File: src/design/iommu_rf_pkg.sv
// shared types, register indexes and reset values of the remapping register file
package iommu_rf_pkg;

   localparam int REGS_PER_UNIT = 24;
   localparam int FIXED_REGS    = 20;
   localparam int MATCH_UNITS   = 2;
   localparam int REG_W         = 5;

   typedef logic [REG_W-1:0] reg_ix_type;

   localparam reg_ix_type IX_GCMD     = 5'd1;
   localparam reg_ix_type IX_GSTS     = 5'd2;
   localparam reg_ix_type IX_PMEN     = 5'd5;
   localparam reg_ix_type IX_CAP_LO   = 5'd8;
   localparam reg_ix_type IX_CAP_HI   = 5'd9;
   localparam reg_ix_type IX_ECAP_LO  = 5'd10;
   localparam reg_ix_type IX_CCMD_HI  = 5'd15;
   localparam reg_ix_type IX_IOTLB_LO = 5'd20;
   localparam reg_ix_type IX_IOTLB_HI = 5'd21;
   localparam reg_ix_type IX_IVA_LO   = 5'd22;
   localparam reg_ix_type IX_IVA_HI   = 5'd23;

   localparam logic CMD_WRITE = 1'b1;

   // configuration register indexes
   localparam logic [1:0] CSR_UNIT0_BASE   = 2'd0;
   localparam logic [1:0] CSR_UNIT1_BASE   = 2'd1;
   localparam logic [1:0] CSR_IOTLB_OFFSET = 2'd2;
   localparam logic [1:0] CSR_IVA_OFFSET   = 2'd3;

   // byte offsets of the fixed registers, in match priority order
   localparam logic [6:0] FIXED_OFF [FIXED_REGS] = '{
      7'h00, 7'h18, 7'h1C, 7'h34, 7'h38, 7'h64, 7'h68, 7'h6C, 7'h08, 7'h0C,
      7'h10, 7'h14, 7'h20, 7'h24, 7'h28, 7'h2C, 7'h70, 7'h74, 7'h78, 7'h7C
   };

   localparam logic [31:0] CAP_LO_RST     = 32'h2066_0462;
   localparam logic [31:0] CAP_HI_RST_U0  = 32'h00C0_0000;
   localparam logic [31:0] CAP_HI_RST_U1  = 32'h00D2_0080;
   localparam logic [31:0] ECAP_LO_RST_U0 = 32'h00F0_101A;
   localparam logic [31:0] ECAP_LO_RST_U1 = 32'h00F0_10DA;

   // result of the address decode
   typedef struct packed {
      logic       hit;
      logic       unit;
      reg_ix_type reg_ix;
   } dec_type;

   function automatic logic [31:0] reset_value(input logic unit, input reg_ix_type ix);
      logic [31:0] v;
      v = '0;
      unique case (ix)
         IX_CAP_LO:  v = CAP_LO_RST;
         IX_CAP_HI:  v = unit ? CAP_HI_RST_U1 : CAP_HI_RST_U0;
         IX_ECAP_LO: v = unit ? ECAP_LO_RST_U1 : ECAP_LO_RST_U0;
         default:    v = '0;
      endcase
      return v;
   endfunction

endpackage

File: src/design/iommu_rf_decode.sv
// address decode against both unit windows with first-match priority
module iommu_rf_decode #(
   parameter int UNITS = 2
) (
   input  logic [31:0]           address,
   input  logic [31:0]           unit0_base,
   input  logic [31:0]           unit1_base,
   input  logic [11:0]           iotlb_offset,
   input  logic [11:0]           iva_offset,
   output iommu_rf_pkg::dec_type dec
);

   logic [31:0] diff [iommu_rf_pkg::MATCH_UNITS];
   logic [iommu_rf_pkg::REGS_PER_UNIT-1:0] match [iommu_rf_pkg::MATCH_UNITS];
   iommu_rf_pkg::reg_ix_type sel [iommu_rf_pkg::MATCH_UNITS];
   logic [12:0] iotlb_lo, iotlb_hi, iva_lo, iva_hi;
   logic        hit0, hit1;

   // address minus base wraps the same way base plus offset does
   assign diff[0] = address - unit0_base;
   assign diff[1] = address - unit1_base;

   assign iotlb_lo = {1'b0, iotlb_offset};
   assign iotlb_hi = {1'b0, iotlb_offset} + 13'd4;
   assign iva_lo   = {1'b0, iva_offset};
   assign iva_hi   = {1'b0, iva_offset} + 13'd4;

   always_comb begin
      for (int u = 0; u < iommu_rf_pkg::MATCH_UNITS; u++) begin
         for (int r = 0; r < iommu_rf_pkg::FIXED_REGS; r++) begin
            match[u][r] = diff[u] == 32'(iommu_rf_pkg::FIXED_OFF[r]);
         end
         match[u][iommu_rf_pkg::IX_IOTLB_LO] = diff[u] == 32'(iotlb_lo);
         match[u][iommu_rf_pkg::IX_IOTLB_HI] = diff[u] == 32'(iotlb_hi);
         match[u][iommu_rf_pkg::IX_IVA_LO]   = diff[u] == 32'(iva_lo);
         match[u][iommu_rf_pkg::IX_IVA_HI]   = diff[u] == 32'(iva_hi);
         if (u >= UNITS) begin
            match[u] = '0;
         end
         // lowest index wins
         sel[u] = '0;
         for (int r = iommu_rf_pkg::REGS_PER_UNIT - 1; r >= 0; r--) begin
            if (match[u][r]) begin
               sel[u] = iommu_rf_pkg::reg_ix_type'(r);
            end
         end
      end
   end

   assign hit0       = |match[0];
   assign hit1       = |match[1];
   assign dec.hit    = hit0 | hit1;
   assign dec.unit   = ~hit0 & hit1;
   assign dec.reg_ix = hit0 ? sel[0] : sel[1];

endmodule

File: src/design/iommu_rf_regs.sv
// register storage with write side effects and registered read port
module iommu_rf_regs #(
   parameter int UNITS = 2
) (
   input  logic                  clock,
   input  logic                  reset,
   input  logic                  enable,
   input  logic                  write,
   input  iommu_rf_pkg::dec_type dec,
   input  logic [31:0]           write_data,
   output logic [31:0]           read_data
);

   localparam int LIVE   = (UNITS < iommu_rf_pkg::MATCH_UNITS) ? UNITS
                                                               : iommu_rf_pkg::MATCH_UNITS;
   localparam int DEPTH  = LIVE * iommu_rf_pkg::REGS_PER_UNIT;
   localparam int ADDR_W = $clog2(DEPTH);

   logic [31:0]       mem [DEPTH];
   logic [DEPTH-1:0]  valid_ff;
   logic [iommu_rf_pkg::MATCH_UNITS-1:0] gsts_ff;
   logic [ADDR_W-1:0] idx;
   logic [31:0]       wval;
   logic              do_write;

   logic [31:0] mem_q_ff, rst_q_ff;
   logic        valid_q_ff, gsts_sel_ff, gsts_q_ff;

   assign idx = dec.unit ? ADDR_W'(iommu_rf_pkg::REGS_PER_UNIT + int'(dec.reg_ix))
                         : ADDR_W'(dec.reg_ix);
   assign do_write = enable & dec.hit & (write == iommu_rf_pkg::CMD_WRITE);

   // write side effects
   always_comb begin
      wval = write_data;
      unique case (dec.reg_ix)
         iommu_rf_pkg::IX_PMEN: wval[0] = write_data[31];
         iommu_rf_pkg::IX_CCMD_HI: begin
            if (write_data[31]) begin
               wval[28] = write_data[30];
               wval[27] = write_data[29];
               wval[31] = 1'b0;
            end
         end
         iommu_rf_pkg::IX_IOTLB_HI: begin
            if (write_data[31]) begin
               wval[26] = write_data[29];
               wval[25] = write_data[28];
               wval[31] = 1'b0;
            end
         end
         default: ;
      endcase
   end

   always_ff @(posedge clock) begin
      if (do_write) begin
         mem[idx] <= wval;
      end
      if (enable) begin
         mem_q_ff    <= mem[idx];
         valid_q_ff  <= valid_ff[idx];
         rst_q_ff    <= iommu_rf_pkg::reset_value(dec.unit, dec.reg_ix);
         gsts_sel_ff <= dec.reg_ix == iommu_rf_pkg::IX_GSTS;
         gsts_q_ff   <= gsts_ff[dec.unit];
      end
   end

   // gsts bit 31 lives apart so a gcmd write can set it in the same cycle
   always_ff @(posedge clock) begin
      if (reset) begin
         valid_ff <= '0;
         gsts_ff  <= '0;
      end else if (do_write) begin
         valid_ff[idx] <= 1'b1;
         if (dec.reg_ix == iommu_rf_pkg::IX_GSTS) begin
            gsts_ff[dec.unit] <= wval[31];
         end else if (dec.reg_ix == iommu_rf_pkg::IX_GCMD && wval[31]) begin
            gsts_ff[dec.unit] <= 1'b1;
         end
      end
   end

   always_comb begin
      read_data = valid_q_ff ? mem_q_ff : rst_q_ff;
      if (gsts_sel_ff) begin
         read_data[31] = gsts_q_ff;
      end
   end

endmodule

File: src/design/iommu_remap_unit_register_file_top.sv
// top level of the dma-remapping unit register file, 32-bit bus view
// a transferred request passes the input register, then the result register, which drives response valid
// throughput: one access per cycle unless the response is stalled; decode, register read and write share one stage
// reset: synchronous, clears handshake state, register valid bits and the gsts status bits;
//   unwritten registers read their capability or zero reset value at once, no clearing pass
module iommu_remap_unit_register_file_top #(
   parameter int UNITS = 2
) (
   input  logic        clock,
   input  logic        reset,
   // request channel
   input  logic        req_valid,
   output logic        req_stall,
   input  logic        req_command,
   input  logic [31:0] req_address,
   input  logic [31:0] req_write_data,
   // response channel
   output logic        rsp_valid,
   input  logic        rsp_stall,
   output logic        rsp_hit,
   output logic [31:0] rsp_read_data,
   // configuration writes
   input  logic        csr_write_enable,
   input  logic [1:0]  csr_index,
   input  logic [31:0] csr_write_data
);

   localparam logic [31:0] UNIT0_BASE_RST   = 32'hFED9_0000;
   localparam logic [31:0] UNIT1_BASE_RST   = 32'hFED9_1000;
   localparam logic [11:0] IOTLB_OFFSET_RST = 12'h108;
   localparam logic [11:0] IVA_OFFSET_RST   = 12'h100;

   logic [31:0] unit0_base_ff, unit1_base_ff;
   logic [11:0] iotlb_offset_ff, iva_offset_ff;

   // input stage
   logic        s1_valid_ff;
   logic        s1_command_ff;
   logic [31:0] s1_address_ff, s1_write_data_ff;

   // result stage
   logic        rsp_valid_ff, rsp_hit_ff, rsp_rd_hit_ff;

   logic                  req_xfer, advance;
   iommu_rf_pkg::dec_type dec;
   logic [31:0]           regs_read_data;

   // the input stage moves on whenever the result stage is empty or being drained,
   // so the request side only stalls behind a stalled response
   assign advance   = s1_valid_ff & (~rsp_valid_ff | ~rsp_stall);
   assign req_stall = s1_valid_ff & ~advance;
   assign req_xfer  = req_valid & ~req_stall;

   always_ff @(posedge clock) begin
      if (reset) begin
         unit0_base_ff   <= UNIT0_BASE_RST;
         unit1_base_ff   <= UNIT1_BASE_RST;
         iotlb_offset_ff <= IOTLB_OFFSET_RST;
         iva_offset_ff   <= IVA_OFFSET_RST;
      end else if (csr_write_enable) begin
         unique case (csr_index)
            iommu_rf_pkg::CSR_UNIT0_BASE:   unit0_base_ff   <= csr_write_data;
            iommu_rf_pkg::CSR_UNIT1_BASE:   unit1_base_ff   <= csr_write_data;
            iommu_rf_pkg::CSR_IOTLB_OFFSET: iotlb_offset_ff <= csr_write_data[11:0];
            iommu_rf_pkg::CSR_IVA_OFFSET:   iva_offset_ff   <= csr_write_data[11:0];
            default: ;
         endcase
      end
   end

   // input register, payload captured on every transfer
   always_ff @(posedge clock) begin
      if (reset) begin
         s1_valid_ff <= 1'b0;
      end else if (req_xfer) begin
         s1_valid_ff <= 1'b1;
      end else if (advance) begin
         s1_valid_ff <= 1'b0;
      end
   end

   always_ff @(posedge clock) begin
      if (req_xfer) begin
         s1_command_ff    <= req_command;
         s1_address_ff    <= req_address;
         s1_write_data_ff <= req_write_data;
      end
   end

   iommu_rf_decode #(
      .UNITS (UNITS)
   ) u_decode (
      .address      (s1_address_ff),
      .unit0_base   (unit0_base_ff),
      .unit1_base   (unit1_base_ff),
      .iotlb_offset (iotlb_offset_ff),
      .iva_offset   (iva_offset_ff),
      .dec          (dec)
   );

   // storage reads and writes on the same edge that loads the result stage
   iommu_rf_regs #(
      .UNITS (UNITS)
   ) u_regs (
      .clock      (clock),
      .reset      (reset),
      .enable     (advance),
      .write      (s1_command_ff),
      .dec        (dec),
      .write_data (s1_write_data_ff),
      .read_data  (regs_read_data)
   );

   // result stage
   always_ff @(posedge clock) begin
      if (reset) begin
         rsp_valid_ff <= 1'b0;
      end else if (advance) begin
         rsp_valid_ff <= 1'b1;
      end else if (~rsp_stall) begin
         rsp_valid_ff <= 1'b0;
      end
   end

   always_ff @(posedge clock) begin
      if (advance) begin
         rsp_hit_ff    <= dec.hit;
         rsp_rd_hit_ff <= dec.hit & (s1_command_ff != iommu_rf_pkg::CMD_WRITE);
      end
   end

   assign rsp_valid     = rsp_valid_ff;
   assign rsp_hit       = rsp_hit_ff;
   // misses and write hits return zero
   assign rsp_read_data = rsp_rd_hit_ff ? regs_read_data : '0;

endmodule

File: config.mk
export PLATFORM = sky130hd
export DESIGN_NAME = iommu_remap_unit_register_file_top
export DESIGN_NICKNAME = d
export VERILOG_FILES = /design/src/design/iommu_rf_pkg.sv /design/src/design/iommu_rf_decode.sv /design/src/design/iommu_rf_regs.sv /design/src/design/iommu_remap_unit_register_file_top.sv
export SDC_FILE = /design/constraint.sdc
export NUM_CORES = 2
export LEC_CHECK = 0
export CORE_MARGIN = 5
export CORE_UTILIZATION = 56
export CTS_BUF_LIST = sky130_fd_sc_hd__clkbuf_2
export DETAILED_ROUTE_END_ITERATION = 7
export DONT_BUFFER_PORTS = 1
export PLACE_DENSITY = 0.74
export SYNTH_ARGS = -nofsm -noshare
export SYNTH_HDL_FRONTEND = slang
export SYNTH_SLANG_ARGS = --single-unit
File: constraint.sdc
create_clock -name clock -period 7.2 [get_ports clock]
set_input_delay 1.44 -clock clock [delete_from_list [all_inputs] [get_ports clock]]
set_output_delay 1.44 -clock clock [all_outputs]
set_load 0.005 [all_outputs]
# Word-level counts from Yosys, hierarchy flattened
# Memory sizes are Yosys's and may differ from the RTL's. A register that Yosys moved wholly into a read port is not among the register bits.
# Cells that the tools add are included.
word_totals:
  ff_bits: 242
  ramBits: 1536
  wordCells: 197
  n_memories: 1
memory_table:
  columns: ["name", "depth", "width", "read_ports", "rd_clocked_by_memory_dff", "wr", "line_no", "rtl"]
  rows:
  - ["u_regs.mem", 48, 32, 1, 1, 1, "iommu_rf_regs.sv:19", "logic [31:0] mem [DEPTH];"]
classes:
  n_addsub: 5
  magnitude_cmp: 4
  eq_ne: 58
  mux: 79
  bitwise_logic: 17
  n_reduce_logical: 16
ops:
  columns: ["op", "count"]
  rows:
  - ["$eq 32x7->1 const B", 14]
  - ["$eq 32x6->1 const B", 12]
  - ["$eq 32x5->1 const B", 8]
  - ["$mux 5", 49]
  - ["$eq 32x12->1", 4]
  - ["$eq 32x13->1", 4]
  - ["$eq 32x4->1 const B", 4]
  - ["$pmux 32 s3", 1]
  - ["$logic_not 32->1", 2]
  - ["$mux 32", 2]
  - ["$sub 32x32->32", 2]
  - ["$or 48x48->48", 1]
  - ["$reduce_or 24->1", 2]
  - ["$add 12x3->13 const B", 2]
  - ["$mux 21", 1]
  - ["$eq 5x4->1 const B", 4]
  - ["$mux 1", 14]
  - ["$mux 2", 6]
  - ["$reduce_and 2->1", 5]
  - ["$mux 8", 1]
  - ["$and 1x1->1", 7]
  - ["$lt 6x7->1 const B", 1]
  - ["$add 5x5->6 const A", 1]
  - ["$bmux 1 s6", 1]
  - ["21 further kinds", 31]

# Longest topological paths before layout
logic_depth:
  word_depth: 34
  ltp_mapped: 27
  ltp_nobuf: 23

# Modules after synthesis
# From an unflattened synthesis, not the netlist that was laid out.
hier_totals:
  hier_cells: 4730
  area_unflattened_um2: 76110.5
modules_own_cells:
  columns: ["mod", "n_inst", "cells_each", "area_each_um2", "seq_area_each_um2"]
  rows:
  - ["iommu_rf_regs", 1, 3176, 63036.7, 48446.5]
  - ["iommu_rf_decode", 1, 1112, 7268.2, 0.0]
  - ["iommu_remap_unit_register_file_top", 1, 442, 5805.6, 3813.7]

# Worst setup path before layout
# Ideal clock, no wire load.
synth_path:
  path_type: "input to register"
  startpoint: "in rsp_stall"
  endpoint: "mem u_regs.mem[46][0], enable pin"
  arrival_ps: 7284
  path_slack_ps: -507
  cell_stages: 5
  n_path_buf: 0
  cell_sequence: "a21boi_0 and3_1 nor2b_1 nand3_1 nor2_1"
synth_between:
  elab_chain_len: 7
synth_rtl:
  columns: ["item", "line_no", "rtl"]
  rows:
  - ["start: declaration", "iommu_remap_unit_register_file_top.sv:19", "input logic rsp_stall,"]
  - ["$not 1->1", null, null]
  - ["$or 1x1->1", "iommu_remap_unit_register_file_top.sv:50", "assign advance = s1_valid_ff & (~rsp_valid_ff | ~rsp_stall);"]
  - ["$and 1x1->1", "iommu_remap_unit_register_file_top.sv:50", null]
  - ["$and 1x1->1 (2 in series)", "iommu_rf_regs.sv:31", "assign do_write = enable & dec.hit & (write == iommu_rf_pkg::CMD_WRITE);"]
  - ["$mux 1", "iommu_rf_regs.sv:57", "if (do_write) begin"]
  - ["$mux 1 (implied by the code)", "iommu_rf_regs.sv:58", "mem[idx] <= wval;"]
  - ["end: declaration", "iommu_rf_regs.sv:19", null]
# Every way passes these cells.

# Worst setup path in the final report
layout_path:
  startpoint: "reg s1_address_ff[0]"
  endpoint: "mem u_regs.mem[38][18], enable pin"
layout_between:
  elab_chain_len: 29
  elab_cells_between_ends: 110
  cone_classes: "add/sub (3); eq/ne (46); mux (52); bitwise (5); reduce/logical (4)"
layout_rtl:
  columns: ["item", "line_no", "rtl"]
  rows:
  - ["start: declaration", "iommu_remap_unit_register_file_top.sv:39", "logic [31:0] s1_address_ff, s1_write_data_ff;"]
  - ["start signal: assignment", "iommu_remap_unit_register_file_top.sv:85", "s1_address_ff <= req_address;"]
  - ["$sub 32x32->32, on equally long branches", "iommu_rf_decode.sv:21, iommu_rf_decode.sv:20", null]
  - ["$eq 32x13->1", "iommu_rf_decode.sv:36", "match[u][iommu_rf_pkg::IX_IVA_HI] = diff[u] == 32'(iva_hi);"]
  - ["$mux 5 (24 in series)", "iommu_rf_decode.sv:43", "if (match[u][r]) begin"]
  - ["$mux 5", "iommu_rf_decode.sv:54", "assign dec.reg_ix = hit0 ? sel[0] : sel[1];"]
  - ["$add 5x5->6", "iommu_rf_regs.sv:29", "assign idx = dec.unit ? ADDR_W'(iommu_rf_pkg::REGS_PER_UNIT + int'(dec.reg_ix))"]
  - ["$mux 6", "iommu_rf_regs.sv:29", null]
# Several ways; a longest one is shown, not always the timed one.

==> impl_metrics.ini <==
[status]
run_status = complete, but fails checks
violations = design-rule violations

[critical_path]
worst_path_largest_cell_delay_ps = 650
cp.arrival_ps = 8290
crit-reg2reg-launch = s1_address_ff[0]$_DFFE_PP_
worstPathBufferInverterCount = 4
timing.critical_path.from = s1_address_ff[0]$_DFFE_PP_
crit_path_frequent_cell = sky130_fd_sc_hd__buf_4
critical_path_required_ps = 8440
end_kind = flip-flop
worst_path_dominant_cell_family = simple AND/OR/NAND/NOR gates
timing.critical_path.fanout_max = 38
cp_cell_sequence = inv_1 -> ha_1 -> fa_1 -> and2b_1 -> o2111ai_2 -> a211oi_1 -> o21a_1 -> o2111ai_1 -> or2_2 -> nor4b_2 -> buf_4 -> nor3b_1 -> o31ai_1 -> a21oi_2 -> and2_4 -> buf_12 -> nand2_1 -> nor2_4 -> buf_4
critical_path_class = reg -> reg
critical_path_s_slowest_cell = sky130_fd_sc_hd__a211oi_1
startpoint_type = flip-flop

[yosys]
most_used_dff_post_synth = sky130_fd_sc_hd__edfxtp_1
synth_fp_nets = 5869
synth_enable_flop_cells = 1647
synthMostInstantiatedCell = sky130_fd_sc_hd__edfxtp_1
synth_cell_types = 119
yosysTopAreaCellShare_pct = 63.7
syn-instance-count = 5696
ys_warn_count = 0
synth_seq_cells = 1787
synthTopCellsByCount = 1,647 x sky130_fd_sc_hd__edfxtp_1, 686 x sky130_fd_sc_hd__nor2_1, 493 x sky130_fd_sc_hd__mux2i_1, 382 x sky130_fd_sc_hd__nand2_1, 295 x sky130_fd_sc_hd__a21oi_1
synth_largest_area_cell = sky130_fd_sc_hd__edfxtp_1
synthesis.area_mm2 = 0.0777
synth.top_cells.by_area = sky130_fd_sc_hd__edfxtp_1 64%, sky130_fd_sc_hd__mux2i_1 6.4%, sky130_fd_sc_hd__dfxtp_1 3.6%, sky130_fd_sc_hd__nor2_1 3.3%, sky130_fd_sc_hd__a21oi_1 1.9%
synth.avg_cell_area_um2 = 13.6
synth-seq-area-share_pct = 67.3
async_flop_share_pct = 0

[hold_path]
hold_path.class = in -> reg
hold_path_startpoint = csr_index[1]

[routing]
drt_first_pass_iters = 8
via_count = 54000
routed_len_inst_um = 29.5
antenna_violating_nets_post_route = 0
detail_route.drc_violations = 5
viasPerCell = 6.50
drt_first_iter_violations = 8110
totalWireLength_mm = 245

[flow_run]
max_cap_viol_count = 0

[sta]
grt_setup_unrepaired = false
fin_worst_skew_ps = 233
timing.final.crit_share_pct = 97.9
hold_viol_final = 0
hold-worst-slack_ps = 225
timing_worst_slew_pin_value_ps = 1230
max-slew-margin-rel_pct = 17.9
layout_min_cycle_time_ps = 7050
finalSetupViolations = 0
pins_over_their_slew_limit = 0
fmax_mhz = 142
setup_total_negative_slack_ps = 0

[floorplanning]
starting_density_of_the_core_pct = 56.4
pin_count = 139
fp.dieArea_mm2 = 0.146
die_height_um = 382
fp.coreArea_mm2 = 0.138
core.rowCount = 136
die_w_um = 382

[grt]
initial_antenna_violation_count = 7
grt.busiest_layer = met2
grt_pass1_vias = 52400
grt_use_total_pct = 32.9
largest_net_degree_at_the_start_of_global_routing = 137
grt.met1_usage_pct = 45.3
grt_remaining_overflow = 0
grtUsageMet3_pct = 7.86
grt_util_met2_pct = 49.9
grt_pass1_wl_mm = 352

[cells_and_area]
fin_nets = 6370
area_growth_pct = 11.2
number_of_filler_cells_placed_in_the_layout = 10300
area.sequential_mm2 = 0.0523
layout.cell_area.non_filler_mm2 = 0.0863
final_layout_size_suffix_gt1_share_pct = 17.1
multi_input_comb_area_mm2 = 0.0236

[clocking]
cts_made_buffers = 438
sink_count = 1787
cts_root_buf = sky130_fd_sc_hd__clkbuf_2
insertion_delay_ps = 1800
cts.path.max_buffers = 4
htree_num_levels = 5
cts_tree = done
clk_pin_slew_worst_paths_ps = 110

[placement]
gp_routability_congestion = 0.949
placement.cell_area_mm2 = 0.0814
hpwl_mm = 152
place.port_buffers = 0

[power]
static-leakage-power_nw = 31.5
power-per-cell-area_mw_per_mm2 = 221
vdd_drop_max_v = 0.000228
## path summary, 6_finish.rpt
check,end,slack [ps],depth (start not counted)
setup / recovery,u_regs.mem[38][18]$_DFFE_PP_,150,19
hold / removal,unit0_base_ff[24]$_SDFFE_PP0P_,230,4
setup reg to reg,u_regs.mem[38][18]$_DFFE_PP_,150,19
hold reg to reg,unit1_base_ff[14]$_SDFFE_PP0P_,460,2
## routing by layer
| metal | part of all wire [%] | up-vias |
|---|---|---|
| met3 | 12 | 670 |
| li1 | - | 23100 |
| met1 | 38 | 26300 |
| met5 | 0.0033 | - |
| met2 | 45 | 3917 |
| met4 | 5.0 | 2 |
## timing repair
action	in CTS	in global routing
gates resized for setup	0	5
endpoints found under the setup margin	3	482
pin swaps	1	1
buffers inserted	0	2
endpoints found under the hold margin	218	0
hold buffers	106	0
## report_power, final
group / internal [mW] / total, mW / switching [mW]
sequential: 11.4 / 11.4 / 0.0436
clock: 2.54 / 6.49 / 3.95
combinational: 0.415 / 1.21 / 0.792
## final cells by class
class / count / area share (%)
flip-flops and latches: 1787 / 60.5
multi-input cells: 3495 / 27.4
repair buffers: 393 / 4.76
clock buffers: 631 / 3.66
well taps: 1794 / 2.60
clock inverters: 115 / 0.704
inverters: 82 / 0.356
diodes: 12 / 0.0348
## state kept, by name (all words and copies together) (netlist names)
signal              flops
rsp_hit                 1
s1_command_ff           1
s1_address_ff          32
u_regs.gsts_ff          2
u_regs.valid_ff        48
u_regs.mem           1536
rsp_valid               1
unit0_base_ff          32
u_regs.valid_q_ff       1
u_regs.rst_q_ff         9
u_regs.gsts_sel_ff      1
iotlb_offset_ff        12
u_regs.gsts_q_ff        1
s1_write_data_ff       32
rsp_rd_hit_ff           1
iva_offset_ff          12
s1_valid_ff             1
u_regs.mem_q_ff        32
unit1_base_ff          32
## worst register-to-register path, cell delays in order (launching register included)
cell and delay, ps:
sky130_fd_sc_hd__edfxtp_1 350, sky130_fd_sc_hd__inv_1 90, sky130_fd_sc_hd__ha_1 220, sky130_fd_sc_hd__fa_1 440, sky130_fd_sc_hd__and2b_1 300, sky130_fd_sc_hd__o2111ai_2 210, sky130_fd_sc_hd__a211oi_1 650, sky130_fd_sc_hd__o21a_1 220
sky130_fd_sc_hd__o2111ai_1 180, sky130_fd_sc_hd__or2_2 370, sky130_fd_sc_hd__nor4b_2 220, sky130_fd_sc_hd__buf_4 200, sky130_fd_sc_hd__nor3b_1 490, sky130_fd_sc_hd__o31ai_1 180, sky130_fd_sc_hd__a21oi_2 650, sky130_fd_sc_hd__and2_4 300
sky130_fd_sc_hd__buf_12 230, sky130_fd_sc_hd__nand2_1 660, sky130_fd_sc_hd__nor2_4 290, sky130_fd_sc_hd__buf_4 430
## kinds of logic after synthesis
kind of cell | count (synthesis) | synth area share [%]
flip-flops | 1787 | 67.3
AND/OR/NAND/NOR | 1560 | 9.22
AO/OA/AOI/OAI | 1198 | 10.4
multiplexers | 531 | 6.90
buffers and inverters | 414 | 2.92
XOR/XNOR | 137 | 2.12
adder cells (fa/ha/maj) | 69 | 1.13
## placed cells by master (no fill, tap or decap), types with 78 or more instances in the layout
cell,synthesis,layout
sky130_fd_sc_hd__a21oi_1,295,293
sky130_fd_sc_hd__dlygate4sd3_1,0,105
sky130_fd_sc_hd__xnor2_1,79,79
sky130_fd_sc_hd__clkbuf_2,0,631
sky130_fd_sc_hd__nand3_1,78,78
sky130_fd_sc_hd__mux2i_1,493,493
sky130_fd_sc_hd__nand4_1,84,84
sky130_fd_sc_hd__o21ai_0,293,292
sky130_fd_sc_hd__nand2_1,382,381
sky130_fd_sc_hd__buf_4,52,217
sky130_fd_sc_hd__clkinv_1,0,87
sky130_fd_sc_hd__inv_1,82,82
sky130_fd_sc_hd__and3_1,83,83
sky130_fd_sc_hd__dfxtp_1,140,140
sky130_fd_sc_hd__nor2_1,686,637
sky130_fd_sc_hd__edfxtp_1,1647,1647
## metrics by stage
| stage | instances | util, % | power (mW) | setup WS, ps |
|---|---|---|---|---|
| detailed placement | 7443 | 59.2 | 12.7 | 15.8 |
| global route | 8305 | 62.7 | 19.8 | 49.9 |
| CTS | 8295 | 62.7 | 19.2 | 31.1 |
| floorplan | 5696 | - | 12.4 | 476 |
| global placement | 7443 | 59.2 | 12.7 | 130 |
| finish | 8309 | 62.7 | 19.1 | 154 |
No activity file was read; power rests on OpenSTA's default activity.
